File: src/rtl/spr_rot_pkg.sv
// Package for the sprite pixel rotator: sprite and panel geometry, word types,
// and the Q1.14 sine table with its lookup function. No dependencies.
`timescale 1ns / 1ps

package spr_rot_pkg;

    localparam int SPRITE_SIZE  = 48;
    localparam int PANEL_WIDTH  = 84;
    localparam int PANEL_HEIGHT = 48;

    // Doubled offsets fit 8 signed bits for any sprite size up to 64.
    localparam int OFS_W  = 8;
    localparam int TRIG_W = 16;
    localparam int PROD_W = OFS_W + TRIG_W;
    // Panel coordinates times 2^15 fit 25 signed bits for panels up to 256.
    localparam int ACC_W  = 25;
    localparam int FRAC_W = 15;
    localparam int COORD_W = ACC_W - FRAC_W;

    localparam logic signed [OFS_W-1:0] SPRITE_SPAN = OFS_W'(SPRITE_SIZE - 1);
    localparam logic signed [ACC_W-1:0] CENTER_X_Q  = ACC_W'((PANEL_WIDTH - 1) * 16384);
    localparam logic signed [ACC_W-1:0] CENTER_Y_Q  = ACC_W'((PANEL_HEIGHT - 1) * 16384);
    localparam logic [ACC_W-1:0]        HALF_Q      = ACC_W'(16384);

    typedef struct packed {
        logic [5:0] src_col;
        logic [5:0] src_row;
        logic [7:0] heading_code;
    } t_in_word;

    typedef struct packed {
        logic [6:0] dest_col;
        logic [2:0] dest_bank;
        logic [2:0] dest_bit;
        logic       on_panel;
    } t_out_word;

    localparam logic [14:0] QUARTER_SINE [0:64] = '{
        15'd0,     15'd402,   15'd804,   15'd1205,  15'd1606,  15'd2006,  15'd2404,  15'd2801,
        15'd3196,  15'd3590,  15'd3981,  15'd4370,  15'd4756,  15'd5139,  15'd5520,  15'd5897,
        15'd6270,  15'd6639,  15'd7005,  15'd7366,  15'd7723,  15'd8076,  15'd8423,  15'd8765,
        15'd9102,  15'd9434,  15'd9760,  15'd10080, 15'd10394, 15'd10702, 15'd11003, 15'd11297,
        15'd11585, 15'd11866, 15'd12140, 15'd12406, 15'd12665, 15'd12916, 15'd13160, 15'd13395,
        15'd13623, 15'd13842, 15'd14053, 15'd14256, 15'd14449, 15'd14635, 15'd14811, 15'd14978,
        15'd15137, 15'd15286, 15'd15426, 15'd15557, 15'd15679, 15'd15791, 15'd15893, 15'd15986,
        15'd16069, 15'd16143, 15'd16207, 15'd16261, 15'd16305, 15'd16340, 15'd16364, 15'd16379,
        15'd16384
    };

    function automatic logic signed [TRIG_W-1:0] sine_q14(input logic [7:0] code);
        logic [6:0]  idx;
        logic [15:0] mag;
        idx = code[6] ? 7'(7'd64 - {1'b0, code[5:0]}) : {1'b0, code[5:0]};
        mag = {1'b0, QUARTER_SINE[idx]};
        return code[7] ? -signed'(mag) : signed'(mag);
    endfunction

endpackage

File: src/rtl/sprite_pixel_rotator_unit.sv
// Top level of the sprite pixel rotator: input register, rotation datapath and
// result register with valid/stall handshakes. Depends on spr_rot_pkg and spr_rot_map.
`timescale 1ns / 1ps
//
//   Channel   Valid         Stall         Word
//   input     i_in_valid    o_in_stall    i_in_word  (t_in_word)
//   output    o_out_valid   i_out_stall   o_out_word (t_out_word)
//
// One word is accepted per cycle while o_in_stall is low; it passes from the input register
// through the datapath into the result register once that register is free or being taken.
// Latency is set by the input register and the result register around the datapath.
// Reset empties both registers; no word is lost or repeated across stalls.
// The input side stalls only when both registers are full and the output is stalled.

module sprite_pixel_rotator_unit
    import spr_rot_pkg::*;
(
    input  logic      i_clk,
    input  logic      i_rst_n,
    input  logic      i_in_valid,
    output logic      o_in_stall,
    input  t_in_word  i_in_word,
    output logic      o_out_valid,
    input  logic      i_out_stall,
    output t_out_word o_out_word
);

    logic      r_in_valid;
    t_in_word  r_in_word;
    logic      r_out_valid;
    t_out_word r_out_word;
    t_out_word n_out_word;
    logic      advance;

    spr_rot_map u_map (
        .i_word (r_in_word),
        .o_word (n_out_word)
    );

    assign advance     = !r_out_valid || !i_out_stall;
    assign o_in_stall  = r_in_valid && !advance;
    assign o_out_valid = r_out_valid;
    assign o_out_word  = r_out_word;

    always_ff @(posedge i_clk) begin
        if (!i_rst_n) begin
            r_in_valid  <= 1'b0;
            r_out_valid <= 1'b0;
        end else begin
            if (advance) begin
                r_out_valid <= r_in_valid;
            end
            if (!o_in_stall) begin
                r_in_valid <= i_in_valid;
            end
        end
    end

    always_ff @(posedge i_clk) begin
        if (advance && r_in_valid) begin
            r_out_word <= n_out_word;
        end
        if (!o_in_stall && i_in_valid) begin
            r_in_word <= i_in_word;
        end
    end

    a_off_panel_zero: assert property (@(posedge i_clk) disable iff (!i_rst_n)
        (r_out_valid && !r_out_word.on_panel) |->
            (r_out_word.dest_col == 7'd0 && r_out_word.dest_bank == 3'd0
             && r_out_word.dest_bit == 3'd0))
        else $error("off-panel result carries nonzero position");

    a_on_panel_range: assert property (@(posedge i_clk) disable iff (!i_rst_n)
        (r_out_valid && r_out_word.on_panel) |->
            (r_out_word.dest_col < 7'(PANEL_WIDTH)
             && {r_out_word.dest_bank, r_out_word.dest_bit} < 6'(PANEL_HEIGHT)))
        else $error("on-panel result outside the panel");

    a_advance_fills: assert property (@(posedge i_clk) disable iff (!i_rst_n)
        (r_in_valid && advance) |=> r_out_valid)
        else $error("held word did not move to the result register");

    a_stall_only_full: assert property (@(posedge i_clk) disable iff (!i_rst_n)
        o_in_stall |-> (r_in_valid && r_out_valid && i_out_stall))
        else $error("input stalled while a register was free");

endmodule

File: src/rtl/spr_rot_map.sv
// Rotation datapath: rotates one sprite pixel and places it on the panel, or marks it off-panel.
// Purely combinational; uses spr_rot_pkg for geometry, types and the sine table.
`timescale 1ns / 1ps

module spr_rot_map
    import spr_rot_pkg::*;
(
    input  t_in_word  i_word,
    output t_out_word o_word
);

    logic signed [TRIG_W-1:0]  sn;
    logic signed [TRIG_W-1:0]  cs;
    logic signed [OFS_W-1:0]   dx2;
    logic signed [OFS_W-1:0]   dy2;
    logic signed [PROD_W-1:0]  p_xc;
    logic signed [PROD_W-1:0]  p_ys;
    logic signed [PROD_W-1:0]  p_xs;
    logic signed [PROD_W-1:0]  p_yc;
    logic signed [ACC_W-1:0]   px;
    logic signed [ACC_W-1:0]   py;
    logic [ACC_W-1:0]          mag_x;
    logic [ACC_W-1:0]          mag_y;
    logic [COORD_W-1:0]        qx;
    logic [COORD_W-1:0]        qy;
    logic signed [COORD_W-1:0] col;
    logic signed [COORD_W-1:0] row;
    logic                      in_x;
    logic                      in_y;

    always_comb begin
        sn  = sine_q14(i_word.heading_code);
        cs  = sine_q14(8'(i_word.heading_code + 8'd64));
        dx2 = signed'({1'b0, i_word.src_col, 1'b0}) - SPRITE_SPAN;
        dy2 = SPRITE_SPAN - signed'({1'b0, i_word.src_row, 1'b0});

        p_xc = dx2 * cs;
        p_ys = dy2 * sn;
        p_xs = dx2 * sn;
        p_yc = dy2 * cs;

        px = CENTER_X_Q + ACC_W'(p_xc) - ACC_W'(p_ys);
        py = CENTER_Y_Q - (ACC_W'(p_xs) + ACC_W'(p_yc));

        // Round half away from zero on the magnitude.
        mag_x = px[ACC_W-1] ? unsigned'(-px) : unsigned'(px);
        mag_y = py[ACC_W-1] ? unsigned'(-py) : unsigned'(py);
        qx    = COORD_W'((mag_x + HALF_Q) >> FRAC_W);
        qy    = COORD_W'((mag_y + HALF_Q) >> FRAC_W);
        col   = px[ACC_W-1] ? -signed'(qx) : signed'(qx);
        row   = py[ACC_W-1] ? -signed'(qy) : signed'(qy);

        in_x = !col[COORD_W-1] && (col[COORD_W-2:0] < (COORD_W-1)'(PANEL_WIDTH));
        in_y = !row[COORD_W-1] && (row[COORD_W-2:0] < (COORD_W-1)'(PANEL_HEIGHT));

        if (in_x && in_y) begin
            o_word.dest_col  = col[6:0];
            o_word.dest_bank = row[5:3];
            o_word.dest_bit  = row[2:0];
            o_word.on_panel  = 1'b1;
        end else begin
            o_word = '0;
        end
    end

endmodule

File: config.mk
export PLATFORM = sky130hd
export DESIGN_NAME = sprite_pixel_rotator_unit
export DESIGN_NICKNAME = d
export VERILOG_FILES = /design/src/rtl/spr_rot_pkg.sv /design/src/rtl/sprite_pixel_rotator_unit.sv /design/src/rtl/spr_rot_map.sv
export SDC_FILE = /design/constraint.sdc
export NUM_CORES = 2
export LEC_CHECK = 0
export BUFFER_PORTS_ARGS = -buffer_cell sky130_fd_sc_hd__clkbuf_2
export CORE_MARGIN = 2
export CORE_UTILIZATION = 40
export CTS_CLUSTER_DIAMETER = 100
export DETAILED_ROUTE_END_ITERATION = 6
export SLEW_MARGIN = 25
export SYNTH_ARGS = -nofsm -noshare
export SYNTH_HDL_FRONTEND = slang
export SYNTH_SLANG_ARGS = --single-unit
export TNS_END_PERCENT = 50
File: constraint.sdc
create_clock -name i_clk -period 19 [get_ports i_clk]
set_input_delay 2.85 -clock i_clk [delete_from_list [all_inputs] [get_ports i_clk]]
set_output_delay 2.85 -clock i_clk [all_outputs]
set_load 0.005 [all_outputs]
==> summary.txt <==
CTS
  • CTS tree: built
  • Number of H-tree levels: 2
  • CTS sink cnt: 36
  • Clock root cell: clkbuf_16
  • Insertion delay to the later sink of the worst-skew pair: 0.33 ns
  • Post-CTS setup buffers: 0
  • Clock buffer depth: 2
  • Cts bufs inserted: 5
  • Clock Pin Slew Worst Setup and Hold Paths: roughly 0.08 ns
  • Hold buffers post-CTS: 0
  • PostCTS Resize Cnt: 0

Timing
  • Slew @ Worst Pin: roughly 1.1 ns
  • TNS Setup: 0 ns
  • Clock skew: between 0.01 and 0.015 ns
  • Count of pins over their slew limit: 0
  • Final setup violation count: 0
  • Max Clk Rate: slightly below 60 MHz
  • Fin. Hold Viols: 0
  • Fin crit period: 16.85 ns
  • RSZ-0062 raised after global routing: no
  • Slew HR: a little over a quarter
  • Min setup slack post-route: around 2.1 ns
  • Final Cycle Share: 88.7%

Placement
  • Setup WS pre-CTS: between 2 and 3 ns
  • HPWL Detailed: around 58000 um
  • Count of input and output buffers: 39
  • GPL Wtd Cong: about 0.95

GRT
  • Total gr overflow: 0
  • Met1 Resource Use GR: around 32%
  • Largest net degree at the start of global routing: between 60 and 70
  • Gr usage total: 23.1%
  • Vias in the first global route: approximately 22k
  • Busiest grt layer: met2
  • M3 GR Usage: under 10%
  • Global-route wire length before repair: approximately 120000 um
  • M2 GR Usage: 37.9%
  • Initial antenna violation count: 0

Layout
  • Register Area: about 1100 um^2
  • Filler cell count: ~6.7k
  • Fraction of final layout cells sized beyond drive strength 1: just over 7%
  • Nets: 3860
  • Layout area overhead: 5.00%
  • Multi-input gate area: roughly 22000 um^2
  • Core Util, Final: about 42%

Routing
  • Drt pass-1 iters: 5
  • DR iter-0 viols: around 1.7k
  • DR vias/cell: 5.44
  • Drc violations: 0
  • Final wirelength: between 70000 and 80000 um
  • Antenna-violating nets left: 0
  • Vias: around 22k
  • Mean routed wirelength per cell: approximately 19 um

Worst setup path
  • Worst EP required: between 15 and 20 ns
  • Delay-heaviest family, CP: adder cells
  • Cell mode on critical path: fa_1
  • Critical Path Source Type: flip-flop
  • Biggest cell delay along the critical path: 0.91 ns
  • Crit path DAT: approximately 17 ns
  • Critical Path End Type: flip-flop
  • Critical path class: flip-flop to flip-flop
  • Worst Path Max Fanout: between 40 and 50
  • CP max stage cell: xnor2_1
  • Crit path buf inv count: 10

Synthesis
  • Synthesized cell area: ~27000 um^2
  • Post-synthesis cell type count: between 100 and 150
  • Area contributors post-synth: fa_1, ha_1, inv_1, edfxtp_1, nor2_1
  • Main synth FF type: edfxtp_1
  • Async SR Flop Fraction: 0%
  • Number of synthesis warnings: 0
  • EDFF count, synth: 34
  • Syn Inst Count: 3160
  • Flops & latches, synth: 36
  • Avg Inst Size Synth: approximately 8.4 um^2
  • Largest area contributor in the netlist: fa_1
  • Sequential fraction of the synthesis area: approximately 4%
  • Share of the synthesized area in the top cell type: between 30 and 40%
  • Syn nets: roughly 3.9k

Worst hold path
  • HP Class: flip-flop to flip-flop

Floorplan
  • Die W: between 200 and 300 um
  • Io pins: 40
  • Initial core utilization: 40.5%
  • FP Rows: 94
  • Die area: between 60000 and 70000 um^2
  • Die Y-Extent: between 200 and 300 um
  • Core Region: around 66000 um^2

Job
  • Max-Cap Viols: 0

Run status
  • Status: finished clean
per-layer routing:
metal / wire (um) / vias to the layer above
li1: - / 9995
met1: 33900 / 10869
met2: 35300 / 728
met3: 4810 / 112
met4: 1820 / 0
met5: 0 / -
tightest hold or removal path, delay by kind of cell (launching register included):
family	cells	cell delay, ns
flops	1	0.32
compound gates	1	0.11
simple gates	1	0.06
state kept, by name, indices dropped and copies added, names as in the netlist:
signal and flops:
o_out_valid 1, o_out_word 14, r_in_word 20, r_in_valid 1
worst paths after layout:
path	startpoint	end	slack (ns)	cells after the start
worst max-delay path	r_in_word[0]	o_out_word[2]	2.15	55
worst min register to register	r_in_valid	o_out_valid	0.53	2
worst max register to register	r_in_word[0]	o_out_word[2]	2.15	55
worst min-delay path	r_in_valid	o_out_valid	0.53	2
synth_stat cells, types with 9 or more instances:
| library cell | count |
|---|---|
| nand3b_1 | 9 |
| a211o_1 | 11 |
| a21oi_1 | 110 |
| o21a_1 | 9 |
| o21ai_1 | 10 |
| a31oi_1 | 25 |
| clkbuf_1 | 105 |
| xor2_1 | 40 |
| o221ai_1 | 10 |
| edfxtp_1 | 34 |
| o32ai_1 | 10 |
| fa_1 | 505 |
| o21ai_0 | 79 |
| a211oi_1 | 24 |
| or3_1 | 12 |
| inv_1 | 656 |
| o2111ai_1 | 12 |
| a21o_1 | 22 |
| nand2b_1 | 110 |
| nand2_1 | 247 |
| nor2b_1 | 31 |
| and3_1 | 24 |
| o211ai_1 | 24 |
| nand3_1 | 44 |
| ha_1 | 210 |
| or2_2 | 37 |
| and2_1 | 41 |
| nor3_1 | 36 |
| xnor2_1 | 84 |
| o22ai_1 | 11 |
| mux2i_1 | 18 |
| nor4_1 | 15 |
| nand4_1 | 13 |
| nor2_1 | 272 |
| o31ai_1 | 14 |
| nor4_2 | 11 |
| buf_2 | 33 |
per-stage QoR:
step                      instance area, um^2  instances  hold slack, ns
after floorplan                         26600       3160           0.466
after global placement                  27800       3977           0.499
after detailed placement                27800       3977           0.517
after CTS                               28000       3985           0.531
after global routing                    28000       3986           0.581
final                                   28000       3987           0.529
kinds of logic (layout without fill, tap and decap cells):
kind of cell               after synthesis  count (layout)  share of synthesized area, %
and+or+nand+nor                        953             953                          18.1
buffers and inverters                  824             786                          12.0
adders and majority gates              715             715                          47.8
AOI/OAI and AO/OA                      480             480                          12.6
xor gates and xnor gates               129             129                          4.49
DFF                                     36              36                          3.98
muxes                                   23              23                         0.911
other                                    0               1                             0
cell usage in the layout, fill, tap and decap left out, types with 14 or more instances in the layout:
cell,netlist,routed
a31oi_1,25,25
nor2b_1,31,30
ha_1,210,210
clkbuf_2,0,40
o31ai_1,14,14
and3_1,24,24
a21oi_1,110,110
a21o_1,22,22
xnor2_1,84,82
o211ai_1,24,24
nand2b_1,110,110
and2_1,41,41
o21ai_0,79,78
nand3_1,44,44
buf_4,7,71
mux2i_1,18,18
inv_1,656,656
fa_1,505,505
a211oi_1,24,23
or2_2,37,37
nand2_1,247,247
edfxtp_1,34,34
nor2_1,272,272
nor4_1,15,15
xor2_1,40,38
nor3_1,36,36
cell type report:
cell class | count | area share [%]
clock buffers | 5 | 0.447
multi-input cells | 2300 | 80.2
repair buffers | 111 | 2.62
flip-flops and latches | 36 | 3.79
clock inverters | 3 | 0.152
well taps | 864 | 3.86
inverters | 667 | 8.95
diodes | 1 | 0.00894
Power is not shown: default switching activity piles up to over one toggle a cycle in this logic, so the estimate is an artifact.
